--- config.mk ---
export PLATFORM = sky130hd
export DESIGN_NAME = seven_segment_frame_builder
export DESIGN_NICKNAME = d
export VERILOG_FILES = /design/src/rtl/ssfb_pkg.sv /design/src/rtl/seven_segment_frame_builder.sv
export SDC_FILE = /design/constraint.sdc
export NUM_CORES = 2
export LEC_CHECK = 0
export BUFFER_PORTS_ARGS = -buffer_cell sky130_fd_sc_hd__buf_2
export CAP_MARGIN = 10
export CORE_ASPECT_RATIO = 1.5
export CORE_UTILIZATION = 42
export CTS_BUF_LIST = sky130_fd_sc_hd__clkbuf_16
export DETAILED_ROUTE_END_ITERATION = 10
export MAX_ROUTING_LAYER = met4
export SKIP_CTS_REPAIR_TIMING = 1
export SLEW_MARGIN = 0
export SYNTH_ARGS = -nofsm -noshare
export SYNTH_HDL_FRONTEND = slang
export SYNTH_SLANG_ARGS = --single-unit
--- constraint.sdc ---
create_clock -name clk -period 7.7 [get_ports clk]
set_input_delay 0.385 -clock clk [delete_from_list [all_inputs] [get_ports clk]]
set_output_delay 0.385 -clock clk [all_outputs]
set_load 0.02 [all_outputs]
--- src/rtl/ssfb_pkg.sv ---
// Types, constants and the microcode table of the seven-segment frame builder.
package ssfb_pkg;

  // Input item and result item as they travel on the channels.
  typedef struct packed {
    logic signed [31:0] value;
    logic               blink_phase;
    logic [3:0]         brightness_level;
  } ssfb_in_t;

  typedef struct packed {
    logic [15:0] frame_word;
    logic        last_word;
  } ssfb_out_t;

  // Configuration register indexes (byte address bits [3:2]).
  typedef logic [1:0] reg_idx_t;
  localparam reg_idx_t REG_SCAN_LIMIT     = 2'd0;
  localparam reg_idx_t REG_DECODE_MODE    = 2'd1;
  localparam reg_idx_t REG_POINT_POSITION = 2'd2;
  localparam reg_idx_t REG_BLINK_ENABLE   = 2'd3;

  // Reset values of the configuration registers and the held state.
  localparam logic [2:0] SCAN_LIMIT_RST     = 3'd4;
  localparam logic [7:0] DECODE_MODE_RST    = 8'hFF;
  localparam logic [3:0] POINT_POSITION_RST = 4'd5;
  localparam logic       BLINK_ENABLE_RST   = 1'b0;
  localparam logic [3:0] BRIGHTNESS_RST     = 4'hF;

  localparam logic [15:0] DIGIT_RESET [8] = '{
    16'h0505, 16'h0404, 16'h0303, 16'h0208, 16'h0109, 16'h0000, 16'h0000, 16'h0000
  };

  // Frame layout.
  localparam int unsigned HEADER_WORDS = 5;
  localparam int unsigned MINUS_INDEX  = 4;

  // Header command words; low byte is filled in where the word carries data.
  localparam logic [15:0] CMD_SHUTDOWN  = 16'h0C01;
  localparam logic [15:0] CMD_DECODE    = 16'h0900;
  localparam logic [15:0] CMD_TEST      = 16'h0F00;
  localparam logic [15:0] CMD_INTENSITY = 16'h0A00;
  localparam logic [15:0] CMD_SCAN      = 16'h0B00;

  // Digit data codes.
  localparam logic [7:0] DECODE_FULL  = 8'hFF;
  localparam logic [7:0] POINT_BIT    = 8'h80;
  localparam logic [3:0] BLANK_NIBBLE = 4'hF;
  localparam logic [3:0] MINUS_NIBBLE = 4'hA;
  localparam logic [7:0] BLINK_DATA   = 8'h0F;

  // Division by ten as a multiply by the rounded-up reciprocal 2^35/10, exact for 32 bits.
  localparam logic [31:0] DIV10_MAGIC = 32'hCCCC_CCCD;
  localparam int unsigned DIV10_SHIFT = 35;

  // Sequencer step addresses.
  typedef logic [3:0] pc_t;
  localparam pc_t STEP_IDLE  = 4'd0;
  localparam pc_t STEP_DIV   = 4'd1;
  localparam pc_t STEP_DWR   = 4'd2;
  localparam pc_t STEP_PTSEL = 4'd3;
  localparam pc_t STEP_PTSET = 4'd4;
  localparam pc_t STEP_BLANK = 4'd5;
  localparam pc_t STEP_MSEL  = 4'd6;
  localparam pc_t STEP_MSET  = 4'd7;
  localparam pc_t STEP_BSEL  = 4'd8;
  localparam pc_t STEP_BLNK  = 4'd9;
  localparam pc_t STEP_HDR   = 4'd10;
  localparam pc_t STEP_DIG   = 4'd11;
  localparam pc_t STEP_DONE  = 4'd12;

  // Datapath operation of one step.
  typedef enum logic [3:0] {
    OP_ACCEPT,
    OP_DIV,
    OP_DWR,
    OP_PTSEL,
    OP_PTSET,
    OP_BLANK,
    OP_MSEL,
    OP_MSET,
    OP_IDX0,
    OP_BLNK,
    OP_EMIT_HDR,
    OP_EMIT_DIG,
    OP_NOP
  } op_t;

  // Jump condition of one step; when it holds the step jumps to its target.
  typedef enum logic [3:0] {
    C_NEVER,
    C_ALWAYS,
    C_NO_DECODE,
    C_MORE_DIGITS,
    C_NO_POINT,
    C_NO_BLANK,
    C_BLANK_MORE,
    C_NOT_NEG,
    C_NO_BLINK_OFF,
    C_MORE_HDR
  } cond_t;

  typedef struct packed {
    op_t   op;
    cond_t cond;
    pc_t   target;
  } ucode_t;

  // Control store: one control word per step.
  function automatic ucode_t ucode_rom(input pc_t pc);
    ucode_t uw;
    case (pc)
      STEP_IDLE:  uw = '{OP_ACCEPT,   C_NO_DECODE,    STEP_HDR};
      STEP_DIV:   uw = '{OP_DIV,      C_NEVER,        STEP_DWR};
      STEP_DWR:   uw = '{OP_DWR,      C_MORE_DIGITS,  STEP_DIV};
      STEP_PTSEL: uw = '{OP_PTSEL,    C_NO_POINT,     STEP_MSEL};
      STEP_PTSET: uw = '{OP_PTSET,    C_NO_BLANK,     STEP_MSEL};
      STEP_BLANK: uw = '{OP_BLANK,    C_BLANK_MORE,   STEP_BLANK};
      STEP_MSEL:  uw = '{OP_MSEL,     C_NOT_NEG,      STEP_BSEL};
      STEP_MSET:  uw = '{OP_MSET,     C_NEVER,        STEP_BSEL};
      STEP_BSEL:  uw = '{OP_IDX0,     C_NO_BLINK_OFF, STEP_HDR};
      STEP_BLNK:  uw = '{OP_BLNK,     C_MORE_DIGITS,  STEP_BLNK};
      STEP_HDR:   uw = '{OP_EMIT_HDR, C_MORE_HDR,     STEP_HDR};
      STEP_DIG:   uw = '{OP_EMIT_DIG, C_MORE_DIGITS,  STEP_DIG};
      STEP_DONE:  uw = '{OP_NOP,      C_ALWAYS,       STEP_IDLE};
      default:    uw = '{OP_NOP,      C_ALWAYS,       STEP_IDLE};
    endcase
    return uw;
  endfunction

endpackage

--- src/rtl/seven_segment_frame_builder.sv ---
// Microcoded builder of 7-segment driver command frames, with APB configuration.
// Sequence: an accept step, then with full decode a digit-generation pair per digit
// (multiply by the reciprocal of ten, then the digit write), fix-up steps for point,
// blanking, minus sign and blink, the header and digit output steps and one return step.
// With decode off, the accept step goes straight to the header. Output stalls hold the output steps.
// Throughput: one refresh at a time; the next item is taken once the last word is in the output register.
// Reset (rst_n low, synchronous): registers to defaults, digit words to their reset
// pattern, held brightness to 15, sequencer at its idle step, no result pending.
module seven_segment_frame_builder #(
  parameter int unsigned MAX_DIGITS = 8
) (
  input  logic                 clk,
  input  logic                 rst_n,
  // Input channel
  input  logic                 in_valid,
  output logic                 in_ready,
  input  ssfb_pkg::ssfb_in_t   in_data,
  // Result channel
  output logic                 out_valid,
  input  logic                 out_ready,
  output ssfb_pkg::ssfb_out_t  out_data,
  // Configuration port
  input  logic                 cfg_psel,
  input  logic                 cfg_penable,
  input  logic                 cfg_pwrite,
  input  logic [3:0]           cfg_paddr,
  input  logic [31:0]          cfg_pwdata,
  output logic [31:0]          cfg_prdata,
  output logic                 cfg_pready
);

  localparam int unsigned IDX_W     = (MAX_DIGITS > 1) ? $clog2(MAX_DIGITS) : 1;
  localparam logic [2:0]  SCAN_MAX  = 3'(MAX_DIGITS - 1);
  localparam logic [3:0]  POINT_MAX = 4'(MAX_DIGITS);
  localparam logic        HAS_MINUS = (MAX_DIGITS > ssfb_pkg::MINUS_INDEX);
  localparam logic [4:0]  HDR_LAST  = 5'(ssfb_pkg::HEADER_WORDS - 1);

  // Configuration and held state.
  logic [2:0] scan_limit_r;
  logic [7:0] decode_mode_r;
  logic [3:0] point_position_r;
  logic       blink_enable_r;
  logic [3:0] held_bright_r, held_bright_nxt;

  // Sequencer and datapath registers.
  ssfb_pkg::pc_t pc_r, pc_nxt;
  logic [31:0]      mag_r, mag_nxt;
  logic [31:0]      quo_r, quo_nxt;
  logic [4:0]       cnt_r, cnt_nxt;
  logic [IDX_W-1:0] idx_r, idx_nxt;
  logic             neg_r, neg_nxt;
  logic             phase_r, phase_nxt;
  logic [15:0]      digit_r [MAX_DIGITS];

  logic                out_valid_r, out_valid_nxt;
  ssfb_pkg::ssfb_out_t out_item_r, out_item_nxt;

  ssfb_pkg::ucode_t uw;
  logic             cond_hit;
  logic             advance;
  logic             out_free;
  logic             in_fire;
  logic             cfg_write;

  logic [2:0]       scan3;
  logic [IDX_W-1:0] scan_idx;
  logic [3:0]       idx4;
  logic [3:0]       point_sum;
  logic [3:0]       blank_lo;
  logic             point_ok;
  logic [15:0]      rd_word;
  logic             wr_en;
  logic [15:0]      wr_word;
  logic [63:0]      div_prod;
  logic [3:0]       div_rem;
  logic [31:0]      in_mag;
  logic [7:0]       digit_addr;

  // Register write decode; the port never waits.
  assign cfg_pready = 1'b1;
  assign cfg_write  = cfg_psel && cfg_penable && cfg_pwrite && cfg_pready;

  always_ff @(posedge clk) begin
    if (!rst_n) begin
      scan_limit_r     <= ssfb_pkg::SCAN_LIMIT_RST;
      decode_mode_r    <= ssfb_pkg::DECODE_MODE_RST;
      point_position_r <= ssfb_pkg::POINT_POSITION_RST;
      blink_enable_r   <= ssfb_pkg::BLINK_ENABLE_RST;
    end else if (cfg_write) begin
      case (ssfb_pkg::reg_idx_t'(cfg_paddr[3:2]))
        ssfb_pkg::REG_SCAN_LIMIT:     scan_limit_r     <= cfg_pwdata[2:0];
        ssfb_pkg::REG_DECODE_MODE:    decode_mode_r    <= cfg_pwdata[7:0];
        ssfb_pkg::REG_POINT_POSITION: point_position_r <= cfg_pwdata[3:0];
        ssfb_pkg::REG_BLINK_ENABLE:   blink_enable_r   <= cfg_pwdata[0];
        default: ;
      endcase
    end
  end

  // Register read mux.
  always_comb begin
    case (ssfb_pkg::reg_idx_t'(cfg_paddr[3:2]))
      ssfb_pkg::REG_SCAN_LIMIT:     cfg_prdata = {29'd0, scan_limit_r};
      ssfb_pkg::REG_DECODE_MODE:    cfg_prdata = {24'd0, decode_mode_r};
      ssfb_pkg::REG_POINT_POSITION: cfg_prdata = {28'd0, point_position_r};
      ssfb_pkg::REG_BLINK_ENABLE:   cfg_prdata = {31'd0, blink_enable_r};
      default:                      cfg_prdata = 32'd0;
    endcase
  end

  // Derived limits: clamped scan, point validity and the lowest digit that may blank.
  always_comb begin
    scan3     = (scan_limit_r > SCAN_MAX) ? SCAN_MAX : scan_limit_r;
    scan_idx  = IDX_W'(scan3);
    idx4      = 4'(idx_r);
    point_ok  = (point_position_r != 4'd0) && (point_position_r <= POINT_MAX);
    point_sum = {1'b0, scan3} + point_position_r;
    blank_lo  = (point_sum < 4'd4) ? 4'd0 : (point_sum - 4'd4);
  end

  // Single read port of the digit store.
  assign rd_word = digit_r[idx_r];

  // Quotient by ten from a 32 by 32 product; the remainder needs only the low four bits.
  assign div_prod = 64'(mag_r) * 64'(ssfb_pkg::DIV10_MAGIC);
  assign div_rem  = mag_r[3:0] - {quo_r[0], 3'b000} - {quo_r[2:0], 1'b0};

  assign in_mag = in_data.value[31] ? (32'd0 - in_data.value) : in_data.value;
  assign digit_addr = {5'd0, scan3} + 8'd1 - 8'(idx_r);

  // Control word of the current step.
  assign uw = ssfb_pkg::ucode_rom(pc_r);

  // Jump condition.
  always_comb begin
    case (uw.cond)
      ssfb_pkg::C_NEVER:        cond_hit = 1'b0;
      ssfb_pkg::C_ALWAYS:       cond_hit = 1'b1;
      ssfb_pkg::C_NO_DECODE:    cond_hit = (decode_mode_r != ssfb_pkg::DECODE_FULL);
      ssfb_pkg::C_MORE_DIGITS:  cond_hit = (idx_r != scan_idx);
      ssfb_pkg::C_NO_POINT:     cond_hit = !point_ok;
      ssfb_pkg::C_NO_BLANK:     cond_hit = (blank_lo > {1'b0, scan3});
      ssfb_pkg::C_BLANK_MORE:   cond_hit = (rd_word[3:0] == 4'd0) && (idx4 != blank_lo);
      ssfb_pkg::C_NOT_NEG:      cond_hit = !(neg_r && HAS_MINUS);
      ssfb_pkg::C_NO_BLINK_OFF: cond_hit = !(blink_enable_r && !phase_r);
      ssfb_pkg::C_MORE_HDR:     cond_hit = (cnt_r != HDR_LAST);
      default:                  cond_hit = 1'b1;
    endcase
  end

  // Stall on an empty input or a full output register.
  assign out_free = !out_valid_r || out_ready;
  assign in_ready = (uw.op == ssfb_pkg::OP_ACCEPT);
  assign in_fire  = in_valid && in_ready;

  always_comb begin
    case (uw.op)
      ssfb_pkg::OP_ACCEPT:   advance = in_valid;
      ssfb_pkg::OP_EMIT_HDR: advance = out_free;
      ssfb_pkg::OP_EMIT_DIG: advance = out_free;
      default:               advance = 1'b1;
    endcase
  end

  // Step counter: jump, fall through or hold.
  always_comb begin
    if (!advance) begin
      pc_nxt = pc_r;
    end else if (cond_hit) begin
      pc_nxt = uw.target;
    end else begin
      pc_nxt = pc_r + 4'd1;
    end
  end

  // Datapath actions of the current step.
  always_comb begin
    mag_nxt         = mag_r;
    quo_nxt         = quo_r;
    cnt_nxt         = cnt_r;
    idx_nxt         = idx_r;
    neg_nxt         = neg_r;
    phase_nxt       = phase_r;
    held_bright_nxt = held_bright_r;
    wr_en           = 1'b0;
    wr_word         = rd_word;
    out_valid_nxt   = out_valid_r && !out_ready;
    out_item_nxt    = out_item_r;
    case (uw.op)
      ssfb_pkg::OP_ACCEPT: begin
        if (in_fire) begin
          mag_nxt   = in_mag;
          neg_nxt   = in_data.value[31];
          phase_nxt = in_data.blink_phase;
          cnt_nxt   = 5'd0;
          idx_nxt   = '0;
          if (!blink_enable_r) begin
            held_bright_nxt = in_data.brightness_level;
          end
        end
      end
      ssfb_pkg::OP_DIV: begin
        quo_nxt = {3'd0, div_prod[63:ssfb_pkg::DIV10_SHIFT]};
      end
      ssfb_pkg::OP_DWR: begin
        wr_en   = 1'b1;
        wr_word = {digit_addr, 4'd0, div_rem};
        mag_nxt = quo_r;
        idx_nxt = idx_r + 1'b1;
      end
      ssfb_pkg::OP_PTSEL: begin
        idx_nxt = IDX_W'(point_position_r - 4'd1);
      end
      ssfb_pkg::OP_PTSET: begin
        wr_en   = 1'b1;
        wr_word = rd_word | {8'd0, ssfb_pkg::POINT_BIT};
        idx_nxt = scan_idx;
      end
      ssfb_pkg::OP_BLANK: begin
        wr_en   = (rd_word[3:0] == 4'd0);
        wr_word = {rd_word[15:4], ssfb_pkg::BLANK_NIBBLE};
        idx_nxt = idx_r - 1'b1;
      end
      ssfb_pkg::OP_MSEL: begin
        idx_nxt = IDX_W'(ssfb_pkg::MINUS_INDEX);
      end
      ssfb_pkg::OP_MSET: begin
        wr_en   = 1'b1;
        wr_word = {rd_word[15:4], ssfb_pkg::MINUS_NIBBLE};
      end
      ssfb_pkg::OP_IDX0: begin
        idx_nxt = '0;
      end
      ssfb_pkg::OP_BLNK: begin
        wr_en   = 1'b1;
        wr_word = {rd_word[15:8], ssfb_pkg::BLINK_DATA};
        idx_nxt = idx_r + 1'b1;
      end
      ssfb_pkg::OP_EMIT_HDR: begin
        if (out_free) begin
          out_valid_nxt          = 1'b1;
          out_item_nxt.last_word = 1'b0;
          case (cnt_r)
            5'd0:    out_item_nxt.frame_word = ssfb_pkg::CMD_SHUTDOWN;
            5'd1:    out_item_nxt.frame_word = ssfb_pkg::CMD_DECODE | {8'd0, decode_mode_r};
            5'd2:    out_item_nxt.frame_word = ssfb_pkg::CMD_TEST;
            5'd3:    out_item_nxt.frame_word = ssfb_pkg::CMD_INTENSITY
                                               | {12'd0, held_bright_r};
            default: out_item_nxt.frame_word = ssfb_pkg::CMD_SCAN | {13'd0, scan3};
          endcase
          cnt_nxt = cnt_r + 5'd1;
          idx_nxt = '0;
        end
      end
      ssfb_pkg::OP_EMIT_DIG: begin
        if (out_free) begin
          out_valid_nxt           = 1'b1;
          out_item_nxt.frame_word = rd_word;
          out_item_nxt.last_word  = (idx_r == scan_idx);
          idx_nxt                 = idx_r + 1'b1;
        end
      end
      default: ;
    endcase
  end

  // Sequencer and control registers.
  always_ff @(posedge clk) begin
    if (!rst_n) begin
      pc_r          <= ssfb_pkg::STEP_IDLE;
      out_valid_r   <= 1'b0;
      held_bright_r <= ssfb_pkg::BRIGHTNESS_RST;
      cnt_r         <= 5'd0;
      idx_r         <= '0;
    end else begin
      pc_r          <= pc_nxt;
      out_valid_r   <= out_valid_nxt;
      held_bright_r <= held_bright_nxt;
      cnt_r         <= cnt_nxt;
      idx_r         <= idx_nxt;
    end
  end

  // Payload registers.
  always_ff @(posedge clk) begin
    mag_r      <= mag_nxt;
    quo_r      <= quo_nxt;
    neg_r      <= neg_nxt;
    phase_r    <= phase_nxt;
    out_item_r <= out_item_nxt;
  end

  // Digit word store, one write port at the shared index.
  always_ff @(posedge clk) begin
    if (!rst_n) begin
      for (int i = 0; i < MAX_DIGITS; i++) begin
        digit_r[i] <= ssfb_pkg::DIGIT_RESET[i];
      end
    end else if (wr_en) begin
      digit_r[idx_r] <= wr_word;
    end
  end

  assign out_valid = out_valid_r;
  assign out_data  = out_item_r;

  // A new refresh starts only once the previous frame's last word has reached the output register.
  a_accept_after_last: assert property (@(posedge clk) disable iff (!rst_n)
    in_fire |-> (!out_valid_r || out_item_r.last_word))
    else $error("input accepted while a frame is still being sent");

  // At the digit write step, the division remainder always stays a decimal digit.
  a_rem_decimal: assert property (@(posedge clk) disable iff (!rst_n)
    (pc_r == ssfb_pkg::STEP_DWR) |-> (div_rem < 4'd10))
    else $error("division remainder out of range");

  // Digit output never runs past the scan limit.
  a_dig_in_scan: assert property (@(posedge clk) disable iff (!rst_n)
    (pc_r == ssfb_pkg::STEP_DIG) |-> (idx_r <= scan_idx))
    else $error("digit index beyond scan limit");

  // Header output covers only the header words.
  a_hdr_count: assert property (@(posedge clk) disable iff (!rst_n)
    (pc_r == ssfb_pkg::STEP_HDR) |-> (cnt_r <= HDR_LAST))
    else $error("header counter beyond header length");

endmodule

======== Yosys cells after proc, flatten, opt, wreduce, memory -nomap -nowiden ========
Memory sizes are Yosys's and may differ from the RTL's. A register that Yosys moved wholly into a read port is not among the register bits.
Index checks and enable logic that the tools add are counted.
storage, ports and cells
  register bits after elaboration ......... 113
  bits in latches ......................... 0
  bits in writable memories ............... 128
  ROM bits ................................ 192
  bits of input ports ..................... 80
  word-level logic and storage cells ...... 141
  memories kept ........................... 2
memory list
  memory           depth  bits a word  read ports  clocked after memory_dff  write ports  line                               RTL
  (no name shown)  16     12           1           1                         0            ssfb_pkg.sv:112                    case (pc)
  digit_r          8      16           1           1                         8            seven_segment_frame_builder.sv:53  logic [15:0] digit_r [MAX_DIGITS];
operators by class
  add/sub/neg operators ................... 12
  $mul .................................... 1
  div/mod/pow operators ................... 0
  $lt $le $gt $ge ......................... 4
  eq/ne operators ......................... 33
  shift operators ......................... 0
  mux-type cells .......................... 35
  bitwise operators ....................... 1
  reduce and logical (&&, ||, !) cells .... 38
operators with widths
  cell                                                                    count
  32-bit one-hot mux with 4 select lines                                  1
  16-bit one-hot mux with 5 select lines                                  1
  32-bit by 32-bit multiplier with 64-bit output (second input constant)  1
  32-bit 2-to-1 mux                                                       2
  32-bit one-hot mux with 2 select lines                                  1
  11-bit one-hot mux with 4 select lines                                  1
  17-bit 2-to-1 mux                                                       2
  17-bit one-hot mux with 2 select lines                                  1
  4-bit by 3-bit equality test with 1-bit output (second input constant)  8
  1-bit by 32-bit subtractor with 32-bit output (first input constant)    1
  3-bit one-hot mux with 9 select lines                                   1
  4-bit equality test (second input constant)                             6
  3-bit 2-to-1 mux                                                        7
  4-bit by 2-bit equality test with 1-bit output (second input constant)  4
  16-bit 2-to-1 mux                                                       1
  4-bit 2-to-1 mux                                                        4
  16-bit OR reduction                                                     1
  4-bit logical NOT                                                       3
  2-bit AND reduction                                                     6
  5-bit by 2-bit equality test with 1-bit output (second input constant)  2
  5-bit 2-to-1 mux                                                        2
  5-bit one-hot mux with 2 select lines                                   1
  1-bit one-hot mux with 9 select lines                                   1
  3-bit AND reduction                                                     3
  other kinds (38)                                                        63

======== Logic depth before layout (Yosys ltp) ========
  depth after elaboration ................. 11
  depth in mapped cells ................... 25
  mapped depth without buffers ............ 24

======== Worst setup path after synthesis ========
Ideal clock, no wire load.
  path type ............................... register -> register
  start point ............................. register mag_r[11]
  end point ............................... register quo_r[21], data pin
  data arrival time ....................... 7.017 ns
  path slack .............................. 0.421 ns
  stages on the path, launching flop included .. 25
  period minus slack after synthesis ...... 7.279 ns
  cell sequence ........................... edfxtp_1 > ha_1 > clkbuf_1 > xor2_1 > ha_1 > a21o_1 > fa_1 > inv_1 > fa_1 > inv_1 > fa_1 > fa_1 > fa_1 > fa_1 > ha_1 > clkbuf_1 > a21o_1 > a21o_1 > a2111oi_0 > o211ai_1 > o221ai_1 > a21boi_1 > o41ai_1 > o21bai_1 > xor2_1
on the way
  cells in the longest elaborated chain, start to end .. 1
ends and longest elaborated chain
  item                                            line                                RTL
  start, declared                                 seven_segment_frame_builder.sv:47   logic [31:0] mag_r, mag_nxt;
  start signal, assigned                          seven_segment_frame_builder.sv:286  mag_r <= mag_nxt;
  32-bit by 32-bit multiplier with 64-bit output  seven_segment_frame_builder.sv:125  assign div_prod = 64'(mag_r) * 64'(ssfb_pkg::DIV10_MAGIC);
  named net div_prod[56]                          seven_segment_frame_builder.sv:74   logic [63:0] div_prod;
  end signal, assigned                            seven_segment_frame_builder.sv:287  quo_r <= quo_nxt;
  end, declared                                   seven_segment_frame_builder.sv:48   logic [31:0] quo_r, quo_nxt;
The timed path passes the listed nets, and every way through them passes these cells.
A chain may end at the register's enable or synchronous reset.

======== Worst setup path after layout ========
  start point ............................. register mag_r[18]
  end point ............................... register quo_r[27], data pin
The elaborated chain is that of the path after synthesis.

==> results.json <==
{
  "drtIter0Drc": 1175,
  "port_buffers": 80,
  "grt_max_degree": 70,
  "cp-start-kind": "flip-flop",
  "r2r_slack_ns": 0.11,
  "htree_num_levels": 1,
  "ys_seq_elements": 256,
  "nets": 3805,
  "dieWidth_um": 217,
  "synth_area_leaders": "fa_1, edfxtp_1, ha_1, inv_1, dfxtp_1",
  "die_area_mm2": 0.0707,
  "cp_common_cell": "fa_1",
  "max_freq_ghz": 0.132,
  "synth.largest_area_cell": "fa_1",
  "wl_per_cell_um": 23.7,
  "synth_cells": 2751,
  "antenna_found_initial": 14,
  "status": "finished clean",
  "grt.overflow.total": 0,
  "worst_pin_slew_ns": 1.16,
  "async_reset_ff_share_pct": 0,
  "slew_violations": 0,
  "clock_latency_ns": 0.58,
  "grt_util_all_layers_pct": 27.7,
  "path_class": "reg2reg",
  "numCtsBuffers": 25,
  "drcViolationCount": 0,
  "initial_core_util_pct": 42.4,
  "fill_cells": 6341,
  "multi_input_area_mm2": 0.0201,
  "required_ns": 8.03,
  "synth-edff-count": 208,
  "rows": 118,
  "max_slew_margin_pct": 22.5,
  "synth_top_cell_area_share_pct": 26.7,
  "core_mm2": 0.0689,
  "yosysWarnings": 0,
  "max_stage_delay_ns": 0.67,
  "grt_pass1_vias": 22900,
  "path_clk_slew_ns": 0.07,
  "period_share_pct": 98.5,
  "pin_count": 132,
  "regArea_mm2": 0.00721,
  "fin_skew_ns": 0.0149,
  "synthesis.area_mm2": 0.0292,
  "r2r_cells": 25,
  "gp_congestion": 1.05,
  "syn2layout_area_growth_pct": 13.3,
  "hold_path.class": "in2reg",
  "r2r-start": "mag_r[18]$_DFFE_PP_",
  "clockRootBuffer": "clkbuf_16",
  "instances_no_fill": 3897,
  "worstPathArrival_ns": 7.92,
  "wl_mm": 92.4,
  "period_needed_ns": 7.59,
  "crit_end": "quo_r[27]$_DFFE_PN_",
  "first_pass_iters": 5,
  "place.detailed.hpwl_mm": 77.7,
  "antenna_left": 0,
  "routed-via-count": 21000,
  "synth-main-ff-cell": "edfxtp_1",
  "cts.sinks": 256,
  "yosysUniqueCellTypes": 78,
  "yosysSeqAreaShare_pct": 24.6,
  "drive_gt1_share_pct": 14.8,
  "crit_start": "mag_r[18]$_DFFE_PP_",
  "synth.avg_cell_area_um2": 10.6,
  "end_kind": "flip-flop",
  "clockBufferDepth": 3,
  "die_h_um": 325,
  "cts_tree": "yes",
  "grt_pass1_wl_mm": 140,
  "hold_viol": 0,
  "cap_violations": 0,
  "setup_viol": 0,
  "critPathSlowestCell": "fa_2",
  "r2r-end": "quo_r[27]$_DFFE_PN_",
  "dp.cells": 3807,
  "critPathMaxFanout": 4,
  "vias_per_cell": 5.38
}
## synthesized netlist by cell type, types with 17 or more instances
library cell / n
clkbuf_1: 59
nand2b_1: 24
a21oi_1: 74
nand2_1: 155
mux2i_1: 28
mux4_2: 33
o21ai_1: 17
a21o_1: 43
nor2b_1: 18
edfxtp_1: 208
dfxtp_1: 48
xnor2_1: 37
nand3_1: 37
and2_1: 23
buf_4: 25
nor2_1: 185
xor2_1: 83
o21ai_0: 84
fa_1: 390
nand4_1: 22
inv_1: 535
ha_1: 370
## routing by layer
layer	up-vias	track usage (%)	wire length [µm]
met5	-	-	0
met4	0	16.2	7000
met3	251	3.54	4500
met2	696	50.7	49900
met1	10500	27.7	30900
li1	9499	-	-
## worst min path at each step
stage,to,from,cells after the start,slack [ns]
after floorplan,held_bright_r[1]$_SDFFE_PN1P_,held_bright_r[1]$_SDFFE_PN1P_,2,0.46
after global placement,out_valid$_SDFF_PN0_,out_valid$_SDFF_PN0_,2,0.47
after detailed placement,out_valid$_SDFF_PN0_,out_valid$_SDFF_PN0_,2,0.48
after CTS,phase_r$_DFFE_PP_,in_data[4],1,-0.03
after global routing,decode_mode_r[4]$_SDFFE_PN1P_,cfg_pwdata[4],3,0.03
final,decode_mode_r[7]$_SDFFE_PN1P_,cfg_pwdata[7],3,0.02
## kinds of logic (layout without fill, tap and decap cells)
kind of cell,Yosys count,after routing,share of synthesized area [%]
adders and majority gates,760,760,42.5
buffers and inverters,640,849,8.64
and+or+nand+nor,555,555,8.94
AOI/OAI and AO/OA,350,350,7.87
DFF,256,256,24.6
xor gates and xnor gates,120,120,3.59
muxes,68,68,3.77
other,2,39,0.0257
## layout make-up
| type | count | area share [%] |
|---|---|---|
| Antenna cell | 14 | 0.106 |
| Clock buffer | 26 | 1.96 |
| Clock inverter | 19 | 0.616 |
| Inverter | 536 | 6.08 |
| Multi-Input combinational cell | 1878 | 60.5 |
| Sequential cell | 256 | 21.8 |
| Tap cell | 900 | 3.40 |
| Timing Repair Buffer | 268 | 5.55 |
## registers in the layout (all words and copies together), names as in the netlist, named ones only
name,flops
out_valid,1
scan_limit_r,3
idx_r,3
pc_r,4
quo_r,29
uw,12
phase_r,1
neg_r,1
digit_r,128
held_bright_r,4
decode_mode_r,8
blink_enable_r,1
out_data,17
cnt_r,5
point_position_r,4
mag_r,32
## cell usage in the layout (no fill, tap or decap), drive strengths merged, types with 33 or more instances in the layout
cell / netlist / layout
inv: 536 / 541
fa: 390 / 390
ha: 370 / 370
buf: 45 / 267
edfxtp: 208 / 208
nor2: 185 / 185
nand2: 155 / 155
o21ai: 103 / 103
xor2: 83 / 83
a21oi: 74 / 74
dfxtp: 48 / 48
a21o: 43 / 43
nand3: 37 / 37
xnor2: 37 / 37
mux4: 33 / 33
## metrics by stage
stage / hold WS (ns) / setup TNS (ns) / area (µm²) / setup WS [ns] / utilization [%]
6_report: 0.0179 / 0 / 33100 / 0.113 / 48.0
5_1_grt: 0.0259 / -0.000410 / 33100 / -0.000410 / 48.0
4_1_cts: -0.0325 / -1.83 / 32400 / -0.297 / 47.0
3_5_place_dp: 0.477 / -1.21 / 31500 / -0.246 / 45.7
3_3_place_gp: 0.466 / -1.40 / 31500 / -0.294 / 45.7
2_1_floorplan: 0.464 / 0 / 29300 / 0.421 / -
## worst max-delay path, delay by kind of cell, from the launching register on
| kind | cells | cell delay (ns) |
|---|---|---|
| adder cells (fa/ha/maj) | 9 | 4.27 |
| AO/OA/AOI/OAI | 7 | 1.53 |
| buffers and inverters | 8 | 0.94 |
| flip-flops | 1 | 0.45 |
| XOR/XNOR | 1 | 0.13 |
Power is not shown: default switching activity piles up to over one toggle a cycle in this logic, so the estimate is an artifact.
